`src/sv/fgc_pkg.sv`:
```
`timescale 1ns / 1ps
// ----------------------------------------------------------------------------
// fgc_pkg: shared types and constants for the FASTA GC-content counter
// Character codes, fraction width and the result record layout.
// ----------------------------------------------------------------------------
package fgc_pkg;

	// Text characters recognized by the parser
	localparam logic [7:0] CH_LF    = 8'd10;
	localparam logic [7:0] CH_SPACE = 8'd32;
	localparam logic [7:0] CH_GT    = 8'd62;
	localparam logic [7:0] CH_A_UC  = 8'd65;
	localparam logic [7:0] CH_C_UC  = 8'd67;
	localparam logic [7:0] CH_G_UC  = 8'd71;
	localparam logic [7:0] CH_T_UC  = 8'd84;
	localparam logic [7:0] CH_A_LC  = 8'd97;
	localparam logic [7:0] CH_C_LC  = 8'd99;
	localparam logic [7:0] CH_G_LC  = 8'd103;
	localparam logic [7:0] CH_T_LC  = 8'd116;

	// Reset value of the minimum base count
	localparam logic [15:0] MIN_BASES_RST = 16'd20;

	// Fraction is unsigned Q1.16
	localparam int FRAC_BITS = 17;
	localparam logic [FRAC_BITS-1:0] FRAC_ONE = 17'h10000;

	// One finished record
	typedef struct packed {
		logic                 too_short;
		logic [FRAC_BITS-1:0] gc_fraction;
		logic [31:0]          all_bases;
		logic [31:0]          gc_bases;
		logic [31:0]          record_number;
	} fgc_result_t;

endpackage

```
`src/sv/fgc_parser.sv`:
```
`timescale 1ns / 1ps
// ----------------------------------------------------------------------------
// fgc_parser: FASTA line and record parser
// Tracks line and record state, counts bases per line and commits them at the
// end of each line, and raises a close event with a snapshot of the record.
// ----------------------------------------------------------------------------
module fgc_parser
	import fgc_pkg::*;
#(
	parameter int COUNT_WIDTH = 32
) (
	input  logic                   clk,
	input  logic                   arst_n,
	input  logic                   accept,
	input  logic [7:0]             text_byte,
	input  logic                   end_of_stream,
	input  logic [15:0]            min_bases,
	output logic                   close_valid,
	output logic [31:0]            close_num,
	output logic [COUNT_WIDTH-1:0] close_gc,
	output logic [COUNT_WIDTH-1:0] close_tot,
	output logic                   close_short
);

	localparam int CW = COUNT_WIDTH;

	logic [CW-1:0] rec_gc_q, rec_tot_q, ln_gc_q, ln_tot_q;
	logic          ln_sp_q, at_start_q, in_hdr_q, rec_open_q;
	logic [31:0]   emitted_q;

	logic [CW-1:0] rec_gc_d, rec_tot_d, ln_gc_d, ln_tot_d;
	logic          ln_sp_d, at_start_d, in_hdr_d, rec_open_d;
	logic          handled, end_req, close_any;
	logic          is_at, is_cg;

	function automatic logic [CW-1:0] sat_add(input logic [CW-1:0] a, input logic [CW-1:0] b);
		logic [CW:0] s;
		s = {1'b0, a} + {1'b0, b};
		return s[CW] ? '1 : s[CW-1:0];
	endfunction

	function automatic logic [CW-1:0] sat_inc(input logic [CW-1:0] a);
		return (a == '1) ? a : a + CW'(1);
	endfunction

	// Classify the byte
	assign is_at = (text_byte == CH_A_UC) || (text_byte == CH_A_LC) ||
	               (text_byte == CH_T_UC) || (text_byte == CH_T_LC);
	assign is_cg = (text_byte == CH_C_UC) || (text_byte == CH_C_LC) ||
	               (text_byte == CH_G_UC) || (text_byte == CH_G_LC);

	// Next parse state for one byte
	always_comb begin
		rec_gc_d   = rec_gc_q;
		rec_tot_d  = rec_tot_q;
		ln_gc_d    = ln_gc_q;
		ln_tot_d   = ln_tot_q;
		ln_sp_d    = ln_sp_q;
		at_start_d = at_start_q;
		in_hdr_d   = in_hdr_q;
		rec_open_d = rec_open_q;
		handled    = 1'b0;
		end_req    = 1'b0;
		close_any  = 1'b0;
		close_gc   = rec_gc_q;
		close_tot  = rec_tot_q;

		// Header or empty line at line start closes the open record
		if (at_start_q && (text_byte == CH_GT)) begin
			close_any  = rec_open_q;
			rec_open_d = 1'b0;
			rec_gc_d   = '0;
			rec_tot_d  = '0;
			in_hdr_d   = 1'b1;
			at_start_d = 1'b0;
			handled    = 1'b1;
		end else if (at_start_q && (text_byte == CH_LF)) begin
			close_any  = rec_open_q;
			rec_open_d = 1'b0;
			rec_gc_d   = '0;
			rec_tot_d  = '0;
			in_hdr_d   = 1'b0;
			ln_gc_d    = '0;
			ln_tot_d   = '0;
			ln_sp_d    = 1'b0;
			handled    = 1'b1;
		end

		// Ordinary byte: newline ends the line, others are counted
		if (!handled) begin
			if (text_byte == CH_LF) begin
				end_req = 1'b1;
			end else begin
				at_start_d = 1'b0;
				if (in_hdr_q) begin
					rec_open_d = 1'b1;
				end else if (rec_open_q) begin
					if (text_byte == CH_SPACE) begin
						ln_sp_d = 1'b1;
					end else if (is_at) begin
						ln_tot_d = sat_inc(ln_tot_q);
					end else if (is_cg) begin
						ln_tot_d = sat_inc(ln_tot_q);
						ln_gc_d  = sat_inc(ln_gc_q);
					end
				end
			end
		end

		// Final byte ends a line still in progress
		if (end_of_stream && (!at_start_d || in_hdr_d)) begin
			end_req = 1'b1;
		end

		// Commit or drop the line
		if (end_req) begin
			if (in_hdr_d) begin
				in_hdr_d = 1'b0;
			end else if (rec_open_d) begin
				if (ln_sp_d) begin
					rec_open_d = 1'b0;
					rec_gc_d   = '0;
					rec_tot_d  = '0;
				end else begin
					rec_gc_d  = sat_add(rec_gc_d, ln_gc_d);
					rec_tot_d = sat_add(rec_tot_d, ln_tot_d);
				end
			end
			ln_gc_d    = '0;
			ln_tot_d   = '0;
			ln_sp_d    = 1'b0;
			at_start_d = 1'b1;
		end

		// Final byte closes the record and returns to the start state
		if (end_of_stream) begin
			if (!close_any && rec_open_d) begin
				close_any = 1'b1;
				close_gc  = rec_gc_d;
				close_tot = rec_tot_d;
			end
			rec_open_d = 1'b0;
			rec_gc_d   = '0;
			rec_tot_d  = '0;
			ln_gc_d    = '0;
			ln_tot_d   = '0;
			ln_sp_d    = 1'b0;
			at_start_d = 1'b1;
			in_hdr_d   = 1'b0;
		end
	end

	assign close_valid = accept && close_any;
	assign close_num   = emitted_q;
	assign close_short = (64'(close_tot) < 64'(min_bases)) || (close_tot == '0);

	// Advance parse state on each accepted word
	always_ff @(posedge clk or negedge arst_n) begin
		if (!arst_n) begin
			rec_gc_q   <= '0;
			rec_tot_q  <= '0;
			ln_gc_q    <= '0;
			ln_tot_q   <= '0;
			ln_sp_q    <= 1'b0;
			at_start_q <= 1'b1;
			in_hdr_q   <= 1'b0;
			rec_open_q <= 1'b0;
			emitted_q  <= '0;
		end else if (accept) begin
			rec_gc_q   <= rec_gc_d;
			rec_tot_q  <= rec_tot_d;
			ln_gc_q    <= ln_gc_d;
			ln_tot_q   <= ln_tot_d;
			ln_sp_q    <= ln_sp_d;
			at_start_q <= at_start_d;
			in_hdr_q   <= in_hdr_d;
			rec_open_q <= rec_open_d;
			if (close_any) begin
				emitted_q <= emitted_q + 32'd1;
			end
		end
	end

endmodule

```
`src/sv/fgc_divider.sv`:
```
`timescale 1ns / 1ps
// ----------------------------------------------------------------------------
// fgc_divider: iterative GC fraction unit
// Restoring divider, one quotient bit per cycle through one shared
// compare-and-subtract, under a three-state sequencer that holds the result.
// ----------------------------------------------------------------------------
module fgc_divider
	import fgc_pkg::*;
#(
	parameter int COUNT_WIDTH = 32
) (
	input  logic                   clk,
	input  logic                   arst_n,
	input  logic                   start,
	input  logic [31:0]            start_num,
	input  logic [COUNT_WIDTH-1:0] start_gc,
	input  logic [COUNT_WIDTH-1:0] start_tot,
	input  logic                   start_short,
	output logic                   idle,
	output logic                   res_valid,
	input  logic                   res_take,
	output fgc_result_t            res
);

	localparam int CW = COUNT_WIDTH;
	localparam int CNT_W = $clog2(FRAC_BITS);

	typedef enum logic [2:0] {
		ST_IDLE = 3'b001,
		ST_DIV  = 3'b010,
		ST_DONE = 3'b100
	} div_state_t;

	div_state_t     state_q;
	logic [CW:0]    rem_q;
	logic [CW-1:0]  dvs_q;
	logic [CNT_W-1:0] cnt_q;
	fgc_result_t    res_q;

	logic [CW:0]    diff;
	logic           ge;
	logic [CW-1:0]  rem_next;
	logic [63:0]    gc_ext, tot_ext;

	// Shared compare and subtract
	assign ge       = rem_q >= {1'b0, dvs_q};
	assign diff     = rem_q - {1'b0, dvs_q};
	assign rem_next = ge ? diff[CW-1:0] : rem_q[CW-1:0];

	// Clamp counts to the 32-bit result fields
	assign gc_ext  = 64'(start_gc);
	assign tot_ext = 64'(start_tot);

	// Sequencer
	always_ff @(posedge clk or negedge arst_n) begin
		if (!arst_n) begin
			state_q <= ST_IDLE;
		end else begin
			unique case (state_q)
				ST_IDLE: begin
					if (start) begin
						state_q <= start_short ? ST_DONE : ST_DIV;
					end
				end
				ST_DIV: begin
					if (cnt_q == '0) begin
						state_q <= ST_DONE;
					end
				end
				ST_DONE: begin
					if (res_take) begin
						state_q <= ST_IDLE;
					end
				end
				default: state_q <= ST_IDLE;
			endcase
		end
	end

	// Datapath: load the snapshot, then shift in one quotient bit per cycle
	always_ff @(posedge clk) begin
		if ((state_q == ST_IDLE) && start) begin
			rem_q                 <= {1'b0, start_gc};
			dvs_q                 <= start_tot;
			cnt_q                 <= CNT_W'(FRAC_BITS - 1);
			res_q.record_number   <= start_num;
			res_q.gc_bases        <= (gc_ext > 64'h0000_0000_FFFF_FFFF) ? '1 : gc_ext[31:0];
			res_q.all_bases       <= (tot_ext > 64'h0000_0000_FFFF_FFFF) ? '1 : tot_ext[31:0];
			res_q.gc_fraction     <= '0;
			res_q.too_short       <= start_short;
		end else if (state_q == ST_DIV) begin
			rem_q             <= {rem_next, 1'b0};
			cnt_q             <= cnt_q - CNT_W'(1);
			res_q.gc_fraction <= {res_q.gc_fraction[FRAC_BITS-2:0], ge};
		end
	end

	assign idle      = (state_q == ST_IDLE);
	assign res_valid = (state_q == ST_DONE);
	assign res       = res_q;

`ifndef SYNTHESIS
	a_start_idle: assert property (@(posedge clk) disable iff (!arst_n)
		start |-> state_q == ST_IDLE)
		else $error("divider started while busy");
	a_short_zero: assert property (@(posedge clk) disable iff (!arst_n)
		(state_q == ST_DONE) && res_q.too_short |-> res_q.gc_fraction == '0)
		else $error("short record with nonzero fraction");
	a_frac_range: assert property (@(posedge clk) disable iff (!arst_n)
		state_q == ST_DONE |-> res_q.gc_fraction <= FRAC_ONE)
		else $error("fraction above one");
	a_div_long: assert property (@(posedge clk) disable iff (!arst_n)
		state_q == ST_DIV |-> !res_q.too_short)
		else $error("dividing a short record");
	a_take_done: assert property (@(posedge clk) disable iff (!arst_n)
		res_take |-> state_q == ST_DONE)
		else $error("result taken when none is ready");
`endif

endmodule

```
`src/sv/fasta_gc_content.sv`:
```
`timescale 1ns / 1ps
// ----------------------------------------------------------------------------
// fasta_gc_content: FASTA GC-content counter
// Parses FASTA text one byte per word and emits per-record GC statistics.
// ----------------------------------------------------------------------------
// Bytes are taken one per cycle while the divider is idle. A byte that closes
// a record holds s_tready low while the fraction is formed by a restoring
// divider, one bit per cycle for all 17 quotient bits, and handed into the
// output register; a short record skips the division. The divider hands
// its result on only when the output register is free, so a stalled consumer
// stalls the input after that one pending record. min_bases may be written
// whenever the block is idle; cfg_ready is always high.
// ----------------------------------------------------------------------------
module fasta_gc_content
	import fgc_pkg::*;
#(
	parameter int COUNT_WIDTH = 32
) (
	input  logic         clk,
	input  logic         arst_n,
	// Text input
	input  logic         s_tvalid,
	output logic         s_tready,
	input  logic [7:0]   s_tdata,   // [7:0] text_byte
	input  logic         s_tlast,   // end_of_stream
	// Record results
	output logic         m_tvalid,
	input  logic         m_tready,
	output logic [119:0] m_tdata,   // [31:0] record_number, [63:32] gc_bases,
	                                // [95:64] all_bases, [112:96] gc_fraction,
	                                // [119:113] zero
	output logic         m_tuser,   // too_short
	// Minimum base count register
	input  logic         cfg_valid,
	output logic         cfg_ready,
	input  logic [15:0]  cfg_data
);

	logic                   accept;
	logic [15:0]            min_bases_q;
	logic                   close_valid, close_short;
	logic [31:0]            close_num;
	logic [COUNT_WIDTH-1:0] close_gc, close_tot;
	logic                   div_idle, res_valid, res_take;
	fgc_result_t            res;
	logic                   out_valid_q;
	fgc_result_t            out_q;

	assign accept    = s_tvalid && s_tready;
	assign s_tready  = div_idle;
	assign cfg_ready = 1'b1;

	// Hold the configuration register
	always_ff @(posedge clk or negedge arst_n) begin
		if (!arst_n) begin
			min_bases_q <= MIN_BASES_RST;
		end else if (cfg_valid) begin
			min_bases_q <= cfg_data;
		end
	end

	fgc_parser #(
		.COUNT_WIDTH(COUNT_WIDTH)
	) u_parser (
		.clk          (clk),
		.arst_n       (arst_n),
		.accept       (accept),
		.text_byte    (s_tdata),
		.end_of_stream(s_tlast),
		.min_bases    (min_bases_q),
		.close_valid  (close_valid),
		.close_num    (close_num),
		.close_gc     (close_gc),
		.close_tot    (close_tot),
		.close_short  (close_short)
	);

	fgc_divider #(
		.COUNT_WIDTH(COUNT_WIDTH)
	) u_divider (
		.clk        (clk),
		.arst_n     (arst_n),
		.start      (close_valid),
		.start_num  (close_num),
		.start_gc   (close_gc),
		.start_tot  (close_tot),
		.start_short(close_short),
		.idle       (div_idle),
		.res_valid  (res_valid),
		.res_take   (res_take),
		.res        (res)
	);

	// Output register: load when empty or being drained
	assign res_take = res_valid && (!out_valid_q || m_tready);

	always_ff @(posedge clk or negedge arst_n) begin
		if (!arst_n) begin
			out_valid_q <= 1'b0;
		end else if (res_take) begin
			out_valid_q <= 1'b1;
		end else if (m_tready) begin
			out_valid_q <= 1'b0;
		end
	end

	always_ff @(posedge clk) begin
		if (res_take) begin
			out_q <= res;
		end
	end

	assign m_tvalid = out_valid_q;
	assign m_tdata  = {7'd0, out_q.gc_fraction, out_q.all_bases, out_q.gc_bases,
	                   out_q.record_number};
	assign m_tuser  = out_q.too_short;

endmodule
```
`config.mk`:
```
export PLATFORM = sky130hd
export DESIGN_NAME = fasta_gc_content
export DESIGN_NICKNAME = d
export VERILOG_FILES = /design/src/sv/fgc_pkg.sv /design/src/sv/fgc_parser.sv /design/src/sv/fgc_divider.sv /design/src/sv/fasta_gc_content.sv
export SDC_FILE = /design/constraint.sdc
export NUM_CORES = 1
export LEC_CHECK = 0
export ABC_AREA = 1
export BUFFER_PORTS_ARGS = -buffer_cell sky130_fd_sc_hd__buf_4
export CORE_ASPECT_RATIO = 0.75
export CORE_MARGIN = 2
export CORE_UTILIZATION = 25
export DETAILED_ROUTE_END_ITERATION = 8
export PLACE_DENSITY = 0.42
export RECOVER_POWER = 25
export SYNTH_ARGS = -nofsm -noshare
export SYNTH_HDL_FRONTEND = slang
export SYNTH_HIERARCHICAL = 1
export SYNTH_SLANG_ARGS = --single-unit
```
`constraint.sdc`:
```
create_clock -name clk -period 8.6 [get_ports clk]
set_input_delay 0 -clock clk [delete_from_list [all_inputs] [get_ports clk]]
set_output_delay 0 -clock clk [all_outputs]
set_load 0.02 [all_outputs]
```
==> results.cfg <==
[run_status]
status = complete, but fails checks
violations = max-capacitance violations, max-slew violations

[routing]
met2_wirelength_um = 38600
routed.top_layer = met4
vias = 25094
drc_errors = 0
met1_length_um = 54500
dr.pass1.iters = 5
wirelength_um = 100000
wl_met3_um = 5550
wl_per_cell_um = 18.0
via_per_inst = 4.51
ant_nets = 0
first_iter_violations = 2030

[cells_and_area]
layout-drive-gt1-share_pct = 9.21
fin_nets = 4140
final_area_um2 = 33800
syn_to_final_growth_pct = 17.4
fin_util_pct = 29.7
fin_cells = 5566
nFillCells = 12398

[grt]
grt_max_degree = 114
antenna_found_initial = 2
grt_pass1_vias = 23839
grt_pass1_wl_um = 152000
grtUsageTotal_pct = 16.8
overflow = 0

[floorplanning]
fp.dieH_um = 298
dieArea_um2 = 118000
die_x_um = 396
start_util_pct = 25.3
rows = 107
core_area_um2 = 114000
ios = 154

[pwr]
intPower_mw = 4.14
p_comb_share_pct = 15.3
p_switching_mw = 1.72
ir_drop_uv = 150
power_frac_seq_pct = 43.5
power_density_nw_per_um2 = 173
clkPwrFrac_pct = 41.2
power_leakage_nw = 15.8
sw_frac_of_total_pct = 29.3
power_mw = 5.86

[clock_network]
clockBufferDepth = 3
cts_root_buffer = clkbuf_16
cts_setup_buffers = 0
cts_buffers = 54
clock_latency_ns = 0.65
htreeDepth = 2
cts_sinks = 450
cts_tree = done
clk_pin_slew_worst_paths_ns = 0.06

[synth]
synth_ff_type = edfxtp_1
yosysTopAreaCellShare_pct = 25.4
netlist_area_um2 = 28800
synth_cell_types = 74
ys_ff_latch = 450
synth_most_common_cell = nand2_1
synth_common_cells = nand2_1, inv_1, nor2_1
yosysWarnings = 6
yosysSeqAreaShare_pct = 43.0
postSynthCellCount = 3805
synth-edff-count = 243
synth-async-reset-ratio_pct = 40.9
avgSynthCellArea_um2 = 7.56
yosys.area.top_type = edfxtp_1
synth.area.top_cells = edfxtp_1, dfrtp_1, nand2_1, inv_1, ha_1

[sta]
finalCriticalPeriod_ns = 7.62
tightest_slew_ns = 4.92
fin_crit_sh_pct = 88.6
max_slew_margin_pct = -228
setup_viol = 0
finalMaxSlewViolations = 73
finalClockSkew_ns = 0.0448
hold_viol = 0
rsz0062_at_grt = false
final.setup.worst_slack_ns = 0.979
max_freq_mhz = 131
holdWs_ns = 0.0414
final.setup.tns_ns = 0

[placement]
dp_hpwl_um = 76700
place_congestion = 0.898
place_ws_ns = 1.64
dp.cells = 5403
placed_area_um2 = 31500
numPortBuffers = 145

[worst_hold_path]
hp-class = input pin to flip-flop

[setup_path]
cp_common_cell = nand2_1
crit_path_top_delay_cell = and2_1
path_class = input pin to flip-flop
worstSetupEndpointType = flip-flop
critPathMaxStageDelay_ns = 0.65
cp_max_fo = 35
reg2reg_slack_ns = 1.57
cp.buffers_inverters = 11
cp.arrival_ns = 8.13
critPathLaunchType = input pin
cpLargestDelayFamily = buffers and inverters
required_ns = 9.11

[flow_run]
drv_cap = 1
-- sequential cells by signal, indices dropped and copies added, names as in the netlist --
name / cells
u_parser/ln_tot_q: 32
m_tvalid: 1
u_divider/dvs_q: 19
u_parser/close_num: 32
m_tdata: 113
min_bases_q: 16
u_divider/res: 95
u_parser/at_start_q: 1
u_parser/rec_gc_q: 32
u_divider/cnt_q: 5
u_parser/ln_sp_q: 1
u_divider/rem_q: 33
u_parser/ln_gc_q: 32
u_divider/state_q: 3
u_parser/in_hdr_q: 1
u_parser/rec_open_q: 1
m_tuser: 1
u_parser/rec_tot_q: 32
-- routing by layer --
layer / GRT usage, % / vias to the layer above
li1: - / 12681
met1: 27.0 / 11762
met2: 22.8 / 560
met3: 2.88 / 91
met4: 3.41 / 0
met5: 0 / -
-- cells in the final DEF (no fill, tap or decap), types with 11 or more instances in the layout --
cell	count
nand2_1	1077
inv_1	628
nor2_1	287
edfxtp_1	243
nand3_1	226
o21ai_0	215
dfrtp_1	180
a21oi_1	164
buf_4	138
ha_1	115
nor3_1	64
dlygate4sd3_1	59
clkbuf_16	55
o22ai_1	54
xor2_1	42
xnor2_1	39
clkbuf_1	38
nand4_1	34
nand2_2	29
o21ai_1	28
dfxtp_1	23
nor2_2	20
nor4_1	20
inv_2	19
clkinv_2	14
o211ai_1	14
o21bai_1	13
nor2_4	12
nand3b_1	12
nor3_2	11
and2_1	11
-- cell type report --
| type | instances | area (µm²) | area share [%] |
|---|---|---|---|
| well taps | 1526 | 1910 | 5.65 |
| clock inverters | 34 | 363 | 1.07 |
| flip-flops and latches | 450 | 12400 | 36.6 |
| multi-input cells | 2607 | 13400 | 39.8 |
| inverters | 649 | 2440 | 7.22 |
| repair buffers | 230 | 1770 | 5.23 |
| diodes | 2 | 5.00 | 0.0148 |
| clock buffers | 68 | 1500 | 4.43 |
-- timing repair --
item / CTS / global route
resized for setup: 0 / 0
hold buffers: 59 / 0
hold endpoints to repair: 90 / 0
-- worst paths after layout --
check                      cells past startpoint                     to            startpoint
min                                            5  u_parser/rec_gc_q[29]               s_tlast
max reg2reg                                   37   u_divider/state_q[2]  u_parser/ln_tot_q[0]
max in group asynchronous                      3   u_parser/rec_gc_q[2]                arst_n
min in group asynchronous                      2   u_parser/ln_gc_q[16]                arst_n
max                                           37   u_divider/state_q[2]            s_tdata[4]
min reg2reg                                    0            m_tdata[19]     u_divider/res[19]
-- logic make-up (layout without fill, tap and decap cells) --
family | after synthesis | after routing | share of synthesized area (%)
AND/OR/NAND/NOR | 1830 | 1830 | 27.5
buffers and inverters | 754 | 981 | 10.5
multiplexers | 3 | 3 | 0.104
XOR/XNOR | 81 | 81 | 2.46
adder cells (fa/ha/maj) | 118 | 118 | 5.21
flip-flops | 450 | 450 | 43.0
other | 2 | 10 | 0.0261
AO/OA/AOI/OAI | 567 | 567 | 11.2
-- worst min-delay path, stage by stage --
cell	delay (ns)
buf_4	0.15
nor2_4	0.05
buf_4	0.25
nand2_1	0.12
nand2_1	0.04
-- power by group through the flow --
stage	registers (mW)	clock network (mW)	logic [mW]
4_1_cts	2.55	2.50	0.921
3_3_place_gp	2.59	0	0.896
2_1_floorplan	2.65	0	0.494
6_report	2.55	2.41	0.898
3_5_place_dp	2.59	0	0.893
5_1_grt	2.57	2.57	0.994
No activity file was read; power rests on OpenSTA's default activity.
